[config.mk]
export PLATFORM = sky130hd
export DESIGN_NAME = tftp_write_receive_engine
export DESIGN_NICKNAME = d
export VERILOG_FILES = /design/src/rtl/tftp_wr_pkg.sv /design/src/rtl/tftp_write_receive_engine.sv /design/src/rtl/tftp_wr_front.sv /design/src/rtl/tftp_wr_fifo.sv /design/src/rtl/tftp_wr_back.sv
export SDC_FILE = /design/constraint.sdc
export NUM_CORES = 1
export LEC_CHECK = 0
export BUFFER_PORTS_ARGS = -buffer_cell sky130_fd_sc_hd__clkbuf_2
export CAP_MARGIN = 20
export CORE_MARGIN = 2
export CORE_UTILIZATION = 53
export CTS_BUF_LIST = sky130_fd_sc_hd__clkbuf_4 sky130_fd_sc_hd__clkbuf_8 sky130_fd_sc_hd__clkbuf_16
export CTS_CLUSTER_SIZE = 20
export DETAILED_ROUTE_END_ITERATION = 7
export PLACE_DENSITY = 0.8
export SLEW_MARGIN = 20
export SYNTH_ARGS = -nofsm -noshare
export SYNTH_HDL_FRONTEND = slang
export SYNTH_HIERARCHICAL = 1
export SYNTH_SLANG_ARGS = --single-unit
[constraint.sdc]
create_clock -name clk -period 3.7 [get_ports clk]
set_input_delay 0.74 -clock clk [delete_from_list [all_inputs] [get_ports clk]]
set_output_delay 0.74 -clock clk [all_outputs]
set_load 0.005 [all_outputs]
[src/rtl/tftp_wr_pkg.sv]
// ----------------------------------------------------------------------------
// tftp_wr_pkg
// Shared types and constants of the TFTP write receive engine.
// ----------------------------------------------------------------------------
package tftp_wr_pkg;

	localparam int unsigned BUFFER_BYTES_DEF = 8388608;

	localparam logic [15:0] LOCAL_PORT_RST     = 16'd69;
	localparam logic [15:0] FULL_BLOCK_LEN_RST = 16'd512;

	// configuration register indexes
	localparam logic CFG_LOCAL_PORT     = 1'b0;
	localparam logic CFG_FULL_BLOCK_LEN = 1'b1;

	// TFTP opcodes on the wire
	localparam logic [15:0] OP_RRQ  = 16'd1;
	localparam logic [15:0] OP_WRQ  = 16'd2;
	localparam logic [15:0] OP_DATA = 16'd3;
	localparam logic [15:0] OP_ERR  = 16'd5;

	// reply opcodes in the result
	localparam logic [2:0] ROPC_NONE = 3'd0;
	localparam logic [2:0] ROPC_DATA = 3'd3;
	localparam logic [2:0] ROPC_ACK  = 3'd4;

	typedef enum logic [2:0] {
		ACT_DROP    = 3'd0,
		ACT_REPLY   = 3'd1,
		ACT_STORED  = 3'd2,
		ACT_DUP     = 3'd3,
		ACT_RESTART = 3'd4,
		ACT_RESEND  = 3'd5
	} action_t;

	typedef enum logic [2:0] {
		OPK_RRQ   = 3'd0,
		OPK_WRQ   = 3'd1,
		OPK_DATA  = 3'd2,
		OPK_ERR   = 3'd3,
		OPK_OTHER = 3'd4
	} opkind_t;

	// classified item handed from front to back
	typedef struct packed {
		logic        timer;      // retransmit timer tick
		logic        port_ok;    // right destination port and at least the opcode
		logic        len_ok;     // long enough for a DATA header
		logic        short_blk;  // payload below a full block
		opkind_t     kind;
		logic [15:0] src_port;
		logic [15:0] blk;
		logic [15:0] len;        // payload bytes after the DATA header
	} cls_t;

	typedef struct packed {
		action_t     action;
		logic [2:0]  reply_opcode;
		logic [15:0] reply_block;
		logic [15:0] reply_port;
		logic [23:0] store_offset;
		logic [15:0] store_len;
		logic        done_res;
		logic        overflow;
	} res_t;

endpackage

[src/rtl/tftp_write_receive_engine.sv]
// ----------------------------------------------------------------------------
// tftp_write_receive_engine
// TFTP server write receive engine: one packet header or timer tick in,
// one result out.
//
// s_* channel: one item per TFTP packet header (tuser = timer tick flag).
// m_* channel: one result per input item, in order (tuser = action,
// tlast = transfer finished on a short block).
// cfg_*: register writes, always ready; index 0 local port, 1 full block
// length. Write only while no item is in flight.
// From input accept to result valid an item passes the front decode
// register, which loads at the accepting edge, then the two-entry queue
// and then the result register of the state machine.
// Throughput is one item per cycle while m_tready is high; the state
// update of the back end is computed combinationally from each item.
// Reset clears the transfer state (waiting for a request, no partner, count
// zero) and loads local port 69 and full block length 512.
// When m_tready is low the result register holds, the queue fills, and
// s_tready drops once the front decode register is also occupied.
// ----------------------------------------------------------------------------
module tftp_write_receive_engine import tftp_wr_pkg::*; #(
	parameter int unsigned BUFFER_BYTES = BUFFER_BYTES_DEF
) (
	input  logic        clk,
	input  logic        arst_n,
	input  logic        s_tvalid,
	output logic        s_tready,
	// dst_port, src_port, udp_len, opcode, block_word
	input  logic [79:0] s_tdata,
	// func
	input  logic [0:0]  s_tuser,
	output logic        m_tvalid,
	input  logic        m_tready,
	// reply_opcode, reply_block, reply_port, store_offset, store_len, overflow
	output logic [79:0] m_tdata,
	// action
	output logic [2:0]  m_tuser,
	// done_res
	output logic        m_tlast,
	input  logic        cfg_valid,
	output logic        cfg_ready,
	input  logic        cfg_index,
	input  logic [15:0] cfg_data
);

	logic [15:0] local_port_q;
	logic [15:0] full_block_len_q;
	logic        f_valid;
	logic        f_ready;
	cls_t        f_cls;
	logic        q_valid;
	logic        q_ready;
	cls_t        q_cls;
	res_t        res;

	assign cfg_ready = 1'b1;

	always_ff @(posedge clk or negedge arst_n) begin
		if (!arst_n) begin
			local_port_q     <= LOCAL_PORT_RST;
			full_block_len_q <= FULL_BLOCK_LEN_RST;
		end else if (cfg_valid && cfg_ready) begin
			unique case (cfg_index)
				CFG_LOCAL_PORT:     local_port_q     <= cfg_data;
				CFG_FULL_BLOCK_LEN: full_block_len_q <= cfg_data;
				default:            local_port_q     <= local_port_q;
			endcase
		end
	end

	tftp_wr_front u_front (
		.clk            (clk),
		.arst_n         (arst_n),
		.local_port     (local_port_q),
		.full_block_len (full_block_len_q),
		.in_valid       (s_tvalid),
		.in_ready       (s_tready),
		.in_func        (s_tuser[0]),
		.in_dst_port    (s_tdata[15:0]),
		.in_src_port    (s_tdata[31:16]),
		.in_udp_len     (s_tdata[47:32]),
		.in_opcode      (s_tdata[63:48]),
		.in_block_word  (s_tdata[79:64]),
		.cls_valid      (f_valid),
		.cls_ready      (f_ready),
		.cls            (f_cls)
	);

	tftp_wr_fifo u_fifo (
		.clk      (clk),
		.arst_n   (arst_n),
		.wr_valid (f_valid),
		.wr_ready (f_ready),
		.wr_data  (f_cls),
		.rd_valid (q_valid),
		.rd_ready (q_ready),
		.rd_data  (q_cls)
	);

	tftp_wr_back #(
		.BUFFER_BYTES (BUFFER_BYTES)
	) u_back (
		.clk       (clk),
		.arst_n    (arst_n),
		.cls_valid (q_valid),
		.cls_ready (q_ready),
		.cls       (q_cls),
		.res_valid (m_tvalid),
		.res_ready (m_tready),
		.res       (res)
	);

	assign m_tuser = res.action;
	assign m_tlast = res.done_res;
	assign m_tdata = {4'b0000, res.overflow, res.store_len, res.store_offset,
		res.reply_port, res.reply_block, res.reply_opcode};

endmodule

[src/rtl/tftp_wr_front.sv]
// ----------------------------------------------------------------------------
// tftp_wr_front
// Accepts packet headers, decodes opcode and length checks into a register.
// ----------------------------------------------------------------------------
module tftp_wr_front import tftp_wr_pkg::*; (
	input  logic        clk,
	input  logic        arst_n,
	input  logic [15:0] local_port,
	input  logic [15:0] full_block_len,
	input  logic        in_valid,
	output logic        in_ready,
	input  logic        in_func,
	input  logic [15:0] in_dst_port,
	input  logic [15:0] in_src_port,
	input  logic [15:0] in_udp_len,
	input  logic [15:0] in_opcode,
	input  logic [15:0] in_block_word,
	output logic        cls_valid,
	input  logic        cls_ready,
	output cls_t        cls
);

	logic    valid_s1;
	cls_t    cls_s1;
	cls_t    cls_d;
	opkind_t kind;
	logic [15:0] len;

	always_comb begin
		unique case (in_opcode)
			OP_RRQ:  kind = OPK_RRQ;
			OP_WRQ:  kind = OPK_WRQ;
			OP_DATA: kind = OPK_DATA;
			OP_ERR:  kind = OPK_ERR;
			default: kind = OPK_OTHER;
		endcase
	end

	assign len = in_udp_len - 16'd4;

	always_comb begin
		cls_d.timer     = in_func;
		cls_d.port_ok   = (in_dst_port == local_port) && (in_udp_len >= 16'd2);
		cls_d.len_ok    = in_udp_len >= 16'd4;
		cls_d.short_blk = len < full_block_len;
		cls_d.kind      = kind;
		cls_d.src_port  = in_src_port;
		cls_d.blk       = in_block_word;
		cls_d.len       = len;
	end

	assign in_ready  = !valid_s1 || cls_ready;
	assign cls_valid = valid_s1;
	assign cls       = cls_s1;

	always_ff @(posedge clk or negedge arst_n) begin
		if (!arst_n) begin
			valid_s1 <= 1'b0;
		end else if (in_valid && in_ready) begin
			valid_s1 <= 1'b1;
		end else if (cls_ready) begin
			valid_s1 <= 1'b0;
		end
	end

	always_ff @(posedge clk) begin
		if (in_valid && in_ready) begin
			cls_s1 <= cls_d;
		end
	end

endmodule

[src/rtl/tftp_wr_fifo.sv]
// ----------------------------------------------------------------------------
// tftp_wr_fifo
// Two-entry queue of classified items between front and back.
// ----------------------------------------------------------------------------
module tftp_wr_fifo import tftp_wr_pkg::*; (
	input  logic clk,
	input  logic arst_n,
	input  logic wr_valid,
	output logic wr_ready,
	input  cls_t wr_data,
	output logic rd_valid,
	input  logic rd_ready,
	output cls_t rd_data
);

	cls_t       mem_q [2];
	logic       wr_ptr_q;
	logic       rd_ptr_q;
	logic [1:0] cnt_q;
	logic       push;
	logic       pop;

	assign wr_ready = cnt_q != 2'd2;
	assign rd_valid = cnt_q != 2'd0;
	assign rd_data  = mem_q[rd_ptr_q];
	assign push     = wr_valid && wr_ready;
	assign pop      = rd_valid && rd_ready;

	always_ff @(posedge clk or negedge arst_n) begin
		if (!arst_n) begin
			wr_ptr_q <= 1'b0;
			rd_ptr_q <= 1'b0;
			cnt_q    <= 2'd0;
		end else begin
			if (push) begin
				wr_ptr_q <= !wr_ptr_q;
			end
			if (pop) begin
				rd_ptr_q <= !rd_ptr_q;
			end
			unique case ({push, pop})
				2'b10:   cnt_q <= cnt_q + 2'd1;
				2'b01:   cnt_q <= cnt_q - 2'd1;
				default: cnt_q <= cnt_q;
			endcase
		end
	end

	always_ff @(posedge clk) begin
		if (push) begin
			mem_q[wr_ptr_q] <= wr_data;
		end
	end

endmodule

[src/rtl/tftp_wr_back.sv]
// ----------------------------------------------------------------------------
// tftp_wr_back
// Transfer state machine: applies each classified item and registers the result.
// ----------------------------------------------------------------------------
module tftp_wr_back import tftp_wr_pkg::*; #(
	parameter int unsigned BUFFER_BYTES = BUFFER_BYTES_DEF
) (
	input  logic clk,
	input  logic arst_n,
	input  logic cls_valid,
	output logic cls_ready,
	input  cls_t cls,
	output logic res_valid,
	input  logic res_ready,
	output res_t res
);

	localparam int unsigned CNT_W = $clog2(BUFFER_BYTES + 1);
	localparam logic [CNT_W-1:0] BUF_LIMIT = CNT_W'(BUFFER_BYTES);

	typedef enum logic [3:0] {
		PH_IDLE = 4'b0001,
		PH_WREQ = 4'b0010,
		PH_RECV = 4'b0100,
		PH_DONE = 4'b1000
	} phase_t;

	phase_t           ph_q,      ph_d;
	logic [15:0]      partner_q, partner_d;
	logic [15:0]      cur_q,     cur_d;
	logic [15:0]      prev_q,    prev_d;
	logic [CNT_W-1:0] bc_q,      bc_d;
	logic             armed_q,   armed_d;
	logic             valid_q;
	res_t             res_q;
	res_t             res_d;
	logic             pop;
	logic             accept_pkt;
	logic [15:0]      prev_eff;
	logic [CNT_W-1:0] room;
	logic             ovf;

	assign cls_ready = !valid_q || res_ready;
	assign pop       = cls_valid && cls_ready;
	assign res_valid = valid_q;
	assign res       = res_q;

	assign accept_pkt = cls.port_ok && (ph_q == PH_IDLE || cls.src_port == partner_q);
	assign prev_eff   = (ph_q == PH_WREQ) ? 16'd0 : prev_q;
	assign room       = BUF_LIMIT - bc_q;
	assign ovf        = CNT_W'(cls.len) > room;

	always_comb begin
		ph_d      = ph_q;
		partner_d = partner_q;
		cur_d     = cur_q;
		prev_d    = prev_q;
		bc_d      = bc_q;
		armed_d   = armed_q;

		res_d.action       = ACT_DROP;
		res_d.reply_opcode = ROPC_NONE;
		res_d.reply_block  = 16'd0;
		res_d.store_offset = 24'd0;
		res_d.store_len    = 16'd0;
		res_d.done_res     = 1'b0;
		res_d.overflow     = 1'b0;

		if (cls.timer) begin
			if (armed_q && ph_q != PH_DONE) begin
				res_d.action       = ACT_RESEND;
				res_d.reply_opcode = (ph_q == PH_IDLE) ? ROPC_DATA : ROPC_ACK;
				res_d.reply_block  = cur_q;
			end
		end else if (accept_pkt) begin
			unique case (cls.kind)
				OPK_RRQ: begin
					partner_d          = cls.src_port;
					cur_d              = 16'd1;
					ph_d               = PH_IDLE;
					res_d.action       = ACT_REPLY;
					res_d.reply_opcode = ROPC_DATA;
					res_d.reply_block  = 16'd1;
				end
				OPK_WRQ: begin
					partner_d          = cls.src_port;
					cur_d              = 16'd0;
					ph_d               = PH_WREQ;
					bc_d               = '0;
					res_d.action       = ACT_REPLY;
					res_d.reply_opcode = ROPC_ACK;
				end
				OPK_DATA: begin
					if (cls.len_ok && (ph_q == PH_WREQ || ph_q == PH_RECV)) begin
						if (ph_q == PH_WREQ && cls.blk != 16'd1) begin
							// first block must be 1, otherwise start over
							ph_d         = PH_IDLE;
							partner_d    = 16'd0;
							cur_d        = 16'd0;
							prev_d       = 16'd0;
							bc_d         = '0;
							armed_d      = 1'b0;
							res_d.action = ACT_RESTART;
						end else begin
							cur_d  = cls.blk;
							ph_d   = PH_RECV;
							prev_d = prev_eff;
							if (cls.blk == prev_eff) begin
								res_d.action = ACT_DUP;
							end else begin
								prev_d             = cls.blk;
								armed_d            = 1'b1;
								res_d.action       = ACT_STORED;
								res_d.reply_opcode = ROPC_ACK;
								res_d.reply_block  = cls.blk;
								if (ovf) begin
									res_d.overflow = 1'b1;
									bc_d           = BUF_LIMIT;
								end else begin
									res_d.store_offset = 24'(bc_q);
									res_d.store_len    = cls.len;
									bc_d               = CNT_W'(bc_q + CNT_W'(cls.len));
								end
								if (cls.short_blk) begin
									ph_d           = PH_DONE;
									res_d.done_res = 1'b1;
								end
							end
						end
					end
				end
				OPK_ERR: begin
					ph_d         = PH_IDLE;
					partner_d    = 16'd0;
					cur_d        = 16'd0;
					prev_d       = 16'd0;
					bc_d         = '0;
					armed_d      = 1'b0;
					res_d.action = ACT_RESTART;
				end
				default: begin
				end
			endcase
		end

		res_d.reply_port = (res_d.reply_opcode != ROPC_NONE) ? partner_d : 16'd0;
	end

	always_ff @(posedge clk or negedge arst_n) begin
		if (!arst_n) begin
			ph_q      <= PH_IDLE;
			partner_q <= 16'd0;
			cur_q     <= 16'd0;
			prev_q    <= 16'd0;
			bc_q      <= '0;
			armed_q   <= 1'b0;
			valid_q   <= 1'b0;
		end else begin
			if (pop) begin
				ph_q      <= ph_d;
				partner_q <= partner_d;
				cur_q     <= cur_d;
				prev_q    <= prev_d;
				bc_q      <= bc_d;
				armed_q   <= armed_d;
				valid_q   <= 1'b1;
			end else if (res_ready) begin
				valid_q   <= 1'b0;
			end
		end
	end

	always_ff @(posedge clk) begin
		if (pop) begin
			res_q <= res_d;
		end
	end

	a_cnt_bound: assert property (@(posedge clk) disable iff (!arst_n)
		bc_q <= BUF_LIMIT)
		else $error("byte count above buffer size");

	a_ovf_nostore: assert property (@(posedge clk) disable iff (!arst_n)
		valid_q && res_q.overflow |-> res_q.store_len == 16'd0 && res_q.action == ACT_STORED)
		else $error("overflow result carries a store");

	a_done_phase: assert property (@(posedge clk) disable iff (!arst_n)
		pop && res_d.done_res |=> ph_q == PH_DONE && valid_q && res_q.action == ACT_STORED)
		else $error("short block did not finish transfer");

	a_restart_clear: assert property (@(posedge clk) disable iff (!arst_n)
		pop && res_d.action == ACT_RESTART |=> bc_q == '0 && !armed_q && ph_q == PH_IDLE)
		else $error("restart left state behind");

endmodule
Word level (Yosys, flattened, before mapping)
Memory sizes are Yosys's and may differ from the RTL's.
Index checks and enable logic that the tools add are counted.
- equality and inequality tests: 20
- mux-type cells: 49
- order comparisons: 4
- reductions and logical operators: 38
- $add $sub $neg: 5
- bitwise gates (word level): 5
- operators by type and width (kind ; number):
    2-to-1 mux 16 bit ; 10
    2-to-1 mux 24 bit ; 4
    one-hot mux 16 bit (3 select lines) ; 2
    2-to-1 mux 22 bit ; 4
    one-hot mux 16 bit (2 select lines) ; 2
    == test 16 bit ; 3
    one-hot mux 24 bit (2 select lines) ; 1
    2-to-1 mux 19 bit ; 2
    == test 16 x 2 -> 1 bit, second input constant ; 2
    adder 24 x 16 -> 24 bit ; 1
    greater-than comparator 16 x 24 -> 1 bit ; 1
    subtractor 24 bit, first input constant ; 1
    one-hot mux 3 bit (3 select lines) ; 2
    == test 16 x 1 -> 1 bit, second input constant ; 1
    == test 16 x 3 -> 1 bit, second input constant ; 1
    >= comparator 16 x 2 -> 1 bit, second input constant ; 1
    >= comparator 16 x 3 -> 1 bit, second input constant ; 1
    less-than comparator 16 bit ; 1
    2-to-1 mux 4 bit ; 4
    != test 16 x 1 -> 1 bit, second input constant ; 1
    subtractor 16 x 3 -> 16 bit, second input constant ; 1
    AND reduction 5 bit ; 3
    2-to-1 mux 1 bit ; 12
    one-hot mux 3 bit (4 select lines) ; 1
    other kinds (29) ; 59
- bits in writable memories: 110
- memories kept: 1
- output and inout port bits: 87
- bits in registers: 250
- logic and storage cells: 151
- memories (name ; words ; width ; rd ports ; clocked after memory_dff ; wr ports ; line ; RTL):
    u_fifo.mem_q ; 2 ; 55 ; 1 ; 0 ; 1 ; tftp_wr_fifo.sv:16 ; cls_t mem_q [2];

Depth between registers and ports, before layout
- depth in word-level cells: 10
- gate-level depth with buffers: 15
- depth with buffers taken out: 14

Modules after synthesis
The synthesis kept the hierarchy.
- by module, submodules not included (module ; area an instance (um^2) ; cells each ; instances):
    tftp_wr_back ; 8419.3 ; 786 ; 1
    tftp_wr_fifo ; 4329.2 ; 188 ; 1
    tftp_wr_front ; 2597.5 ; 186 ; 1
    tftp_write_receive_engine ; 1302.5 ; 76 ; 1

Worst setup path before layout
OpenSTA, ideal clock, no wires.
- path kind: in2reg
- start point: in m_tready
- end point: reg u_back.bc_q[20]
- library setup time: 78 ps
- arrival: 4015 ps
- data required time: 3622 ps
- path buffers: 0
- slack: -393 ps
- stages on the path: 7
- cell sequence: nand2b_1 nand2_1 inv_1 o311ai_1 a2111o_1 or3_1 a21oi_1
- cells in the longest elaborated chain, start to end: 3
- RTL lines (item ; line ; RTL):
    start, declared ; tftp_write_receive_engine.sv:33 ; input logic m_tready,
    logical OR 1 bit ; tftp_wr_back.sv:43 ; assign cls_ready = !valid_q || res_ready;
    logical AND 1 bit ; tftp_wr_back.sv:44 ; assign pop = cls_valid && cls_ready;
    named net u_back.pop ; tftp_wr_back.sv:37 ; logic pop;
    AND reduction 6 bit (no line) ; n/a ;
    end signal, assigned ; tftp_wr_back.sv:155 ; bc_q <= '0;
    end signal, assigned ; tftp_wr_back.sv:164 ; bc_q <= bc_d;
    end, declared ; tftp_wr_back.sv:32 ; logic [CNT_W-1:0] bc_q, bc_d;
The timed path passes the listed nets, and every way through them passes these cells.
A chain may end at the register's enable or synchronous reset.

Worst setup path after layout
- start point: reg u_back.bc_q[0]
- end point: reg u_back.res_q, in the netlist u_back/res[35], data pin
- cells in the longest elaborated chain, start to end: 3
- RTL lines (item ; line ; RTL):
    subtractor 24 bit ; tftp_wr_back.sv:50 ; assign room = BUF_LIMIT - bc_q;
    greater-than comparator 16 x 24 -> 1 bit ; tftp_wr_back.sv:51 ; assign ovf = CNT_W'(cls.len) > room;
    OR reduction 7 bit (no line) ; n/a ;
    end signal, assigned ; tftp_wr_back.sv:175 ; res_q <= res_d;
    end, declared ; tftp_wr_back.sv:35 ; res_t res_q;
Every way passes these cells.

==> metrics.md <==
| Metric | Value |
|---|---|
| Status | complete, no violations |
| Routed length per placed instance | 18.5 um |
| Clock network fraction of design power | 0.312 |
| Worst slack at placement | -0.00252 ns |
| Maximum clock frequency | 277 MHz |
| Largest net degree at the start of global routing | 80 |
| Most used routing layer in global routing | met2 |
| Count of flip-flops with a built-in enable after synthesis | 244 |
| Critical path type | register to register |
| Ordered cell list for the critical path | or4_4 -> buf_4 -> nand4b_4 -> nor3_2 -> xor2_1 -> ha_1 -> nand4_1 -> nor4_1 -> a21oi_1 -> o311ai_4 -> buf_4 -> or3_4 -> and3_1 |
| Share of power burned in registers | 0.438 |
| Biggest cell delay along the critical path | 0.57 ns |
| Post-DRT Antenna Nets | 0 |
| Aggregate global routing overflow | 0 |
| Floorplan die width | 181 um |
| Clock transition at the registers of the reported paths | 0.06 ns |
| First DRT Iteration DRCs | 802 |
| CTS HTree Levels | 2 |
| Relative area change from synthesis to final layout | 18.2% |
| Final net count | 1611 |
| Power density over the cells | 651 mW/mm2 |
| Half-perimeter wire length after placement | 24300 um |
| Fraction of registers with async set or reset after synthesis | 0.320 |
| WP data required | 3.97 ns |
| Fin worst setup slack | 0.0851 ns |
| Switching Fraction | 0.287 |
| TritonCTS clock tree | yes |
| Net switching component of the power | 3.67 mW |
| Antenna cells | 0 |
| Global placement routability congestion | 0.889 |
| Area of combinational cells with multiple inputs | 0.00614 mm2 |
| # placed instances | 1812 |
| Filler-free cell count of the finished design | 1882 |
| Warning count from the yosys run | 6 |
| Commonest non-fill, non-tap cell in the layout | sky130_fd_sc_hd__edfxtp_1 |
| Cell row count | 64 |
| Met3 demand-to-capacity share in global routing | 0.0369 |
| Hold buffer count at cts | 0 |
| Met2 GRT Util | 0.355 |
| Clk buf depth | 3 |
| Fraction of final layout cells with drive strength greater than 1 | 0.289 |
| Largest vdd supply drop | 571 uV |
| Capturing element type of the critical path | register |
| Rel. slew slack | 0.358 |
| Antenna violations before repair | 0 |
| Distinct cell type count after synthesis | 80 |
| Max stage delay cell, worst path | sky130_fd_sc_hd__or4_4 |
| Post-Syn Area | 0.0166 mm2 |
| Arrival time worst endpoint | 3.89 ns |
| Count of clock tree sinks | 359 |
| Register bit count reported by yosys | 359 |
| Final setup violation count | 0 |
| Highest-count cells in the layout ignoring fill and taps | 244 x sky130_fd_sc_hd__edfxtp_1, 183 x sky130_fd_sc_hd__clkbuf_2, 109 x sky130_fd_sc_hd__dfrtp_1 |
| Shortest period the worst path allows | 3.61 ns |
| Vias in the first global route | 10600 |
| Total detailed-routing wirelength | 34800 um |
| Total of max-cap violations | 0 |
| Number of port buffers | 184 |
| Iteration count of the initial detailed-routing pass | 5 |
| Cell seen most often among critical-path stages | sky130_fd_sc_hd__buf_4 |
| Core area | 0.0307 mm2 |
| Global routing usage summed across all routing layers | 0.212 |
| Number of CTS-inserted buffers | 37 |
| Hold Path Class | primary input to async pin |
| Transition time at the pin with the least slew margin | 0.962 ns |
| Die height | 181 um |
| Count of final hold-check violations | 0 |
| Post-Syn Area per Cell | 13.5 um2 |
| Met1 GRT Util | 0.288 |
| Ys flop type | sky130_fd_sc_hd__edfxtp_1 |
| Cell family with the largest share of critical-path delay | simple AND/OR/NAND/NOR gates |
| Vias per Instance | 5.65 |
| Highest fanout seen on the critical path | 4 |
| Setup_tns | 0 ns |
| Ports | 190 |
| Synth Instances | 1236 |
| Setup repair after global routing missed its margin | true |
| Launching element type of the critical path | register |
| Total area of sequential cells | 0.0102 mm2 |
| Fill cell instance count of the final layout | 2290 |
| Total power consumption of the routed design | 12.8 mW |
| Setup skew after layout | 0.0120 ns |
| Fraction of the core area covered by cells at the end of the flow | 0.640 |
| Later-pin clock latency in the skew report | 0.52 ns |
| Cell chosen for the clock root | sky130_fd_sc_hd__clkbuf_16 |
| Count of final max-slew check failures | 0 |
| Sequential element share of the synthesized area | 0.613 |
| Share of total power in combinational logic | 0.250 |
| Wire length of the first global-routing pass | 55600 um |
| Die area | 0.0328 mm2 |
| Period utilisation layout | 0.977 |
| Via count of the routed design | 10600 |
| Pint | 9.13 mW |
| Total leakage power | 8.19 nW |
| Initial standard-cell utilization of the core | 0.541 |
| Number of buffer and inverter stages on the critical path | 2 |
| DRC Markers | 0 |
==> through the flow <==
step / hold slack, ns / cell area [um2]
floorplan: 0.421 / 16700
global route: 0.326 / 19700
global placement: 0.421 / 18200
detailed placement: 0.431 / 18200
CTS: 0.309 / 19600
finish: 0.284 / 19700
==> timing repair <==
action | 4_1_cts | 5_1_grt
endpoints found under the hold margin | 0 | 0
resized for setup | 0 | 13
pin swaps | 1 | 6
endpoints found under the setup margin | 28 | 65
buffers inserted | 0 | 1
==> synth_stat cells, drive strengths merged, types with 3 or more instances <==
cell,n,share of area
or2,4,0.0015
clkbuf,28,0.0063
nor3,18,0.0074
nand2,97,0.022
or3,8,0.0030
nand4,15,0.0056
nand4b,3,0.0029
buf,23,0.011
a22o,46,0.024
dfstp,5,0.0079
o21ai,48,0.014
a211o,5,0.0026
o31ai,6,0.0035
xnor2,33,0.017
nor4bb,8,0.0048
nor2b,6,0.0027
o211ai,5,0.0023
xor2,53,0.028
or4,3,0.0020
nand3,24,0.0072
nand2b,12,0.0045
o2bb2ai,3,0.0016
edfxtp,244,0.44
a22oi,16,0.0072
and2,38,0.014
dfrtp,110,0.17
and3,9,0.0034
nor2,66,0.016
mux2,89,0.071
a31oi,12,0.0045
o21bai,5,0.0023
a21o,13,0.0059
a211oi,7,0.0032
inv,33,0.0074
a21oi,35,0.011
ha,50,0.038
nor4,24,0.0098
o21a,3,0.0014
nor4b,3,0.0020
==> registers in the layout, summed over array words and instances, names as in the netlist, 16 cells and up <==
signal	flops
local_port_q	16
u_back/cur_q	16
u_back/partner_q	16
full_block_len_q	16
u_back/prev_q	16
u_back/bc_q	24
u_front/cls	55
u_back/res	79
u_fifo/mem_q	110
==> cells by family after synthesis <==
logic type	count (synthesis)	synth area share
AO/OA/AOI/OAI	221	0.0942
XOR/XNOR	86	0.0452
adder cells (fa/ha/maj)	51	0.0388
buffers and inverters	84	0.0248
flip-flops	359	0.613
multiplexers	90	0.0721
other	2	0.000451
AND/OR/NAND/NOR	343	0.111
==> path summary, 6_finish.rpt <==
kind / slack, ns / cells past startpoint / to / from
worst min register to register: 0.44 / 0 / u_fifo/mem_q[1][20] / u_front/cls[20]
worst max-delay path: 0.09 / 13 / u_back/res[35] / u_back/bc_q[0]
max in group asynchronous: 2.57 / 2 / local_port_q[6] / arst_n
min in group clk: 0.39 / 1 / u_front/cls[37] / s_tdata[21]
worst min-delay path: 0.28 / 1 / u_back/cur_q[6] / arst_n
worst max register to register: 0.09 / 13 / u_back/res[35] / u_back/bc_q[0]
==> area by class of cell <==
type | count | area share
sequential | 359 | 0.519
multi-input combinational | 796 | 0.312
timing repair buffer | 230 | 0.0689
clock buffer | 46 | 0.0535
tap | 396 | 0.0252
clock inverter | 22 | 0.0149
inverter | 33 | 0.00649
==> layer usage <==
metal  routed length [um]  vias up
met2                16800      368
met1                15200     5158
met3                 2040       53
li1                     -     5052
met5                    0        -
met4                  722        0
==> power groups by stage <==
stage | combinational [mW] | clock [mW] | sequential (mW)
global route | 3.50 | 4.25 | 5.68
floorplan | 2.11 | 0 | 5.67
global placement | 3.07 | 0 | 5.65
detailed placement | 3.15 | 0 | 5.70
CTS | 3.18 | 4.08 | 5.63
finish | 3.21 | 3.99 | 5.60
(Power assumes the default switching activity.)
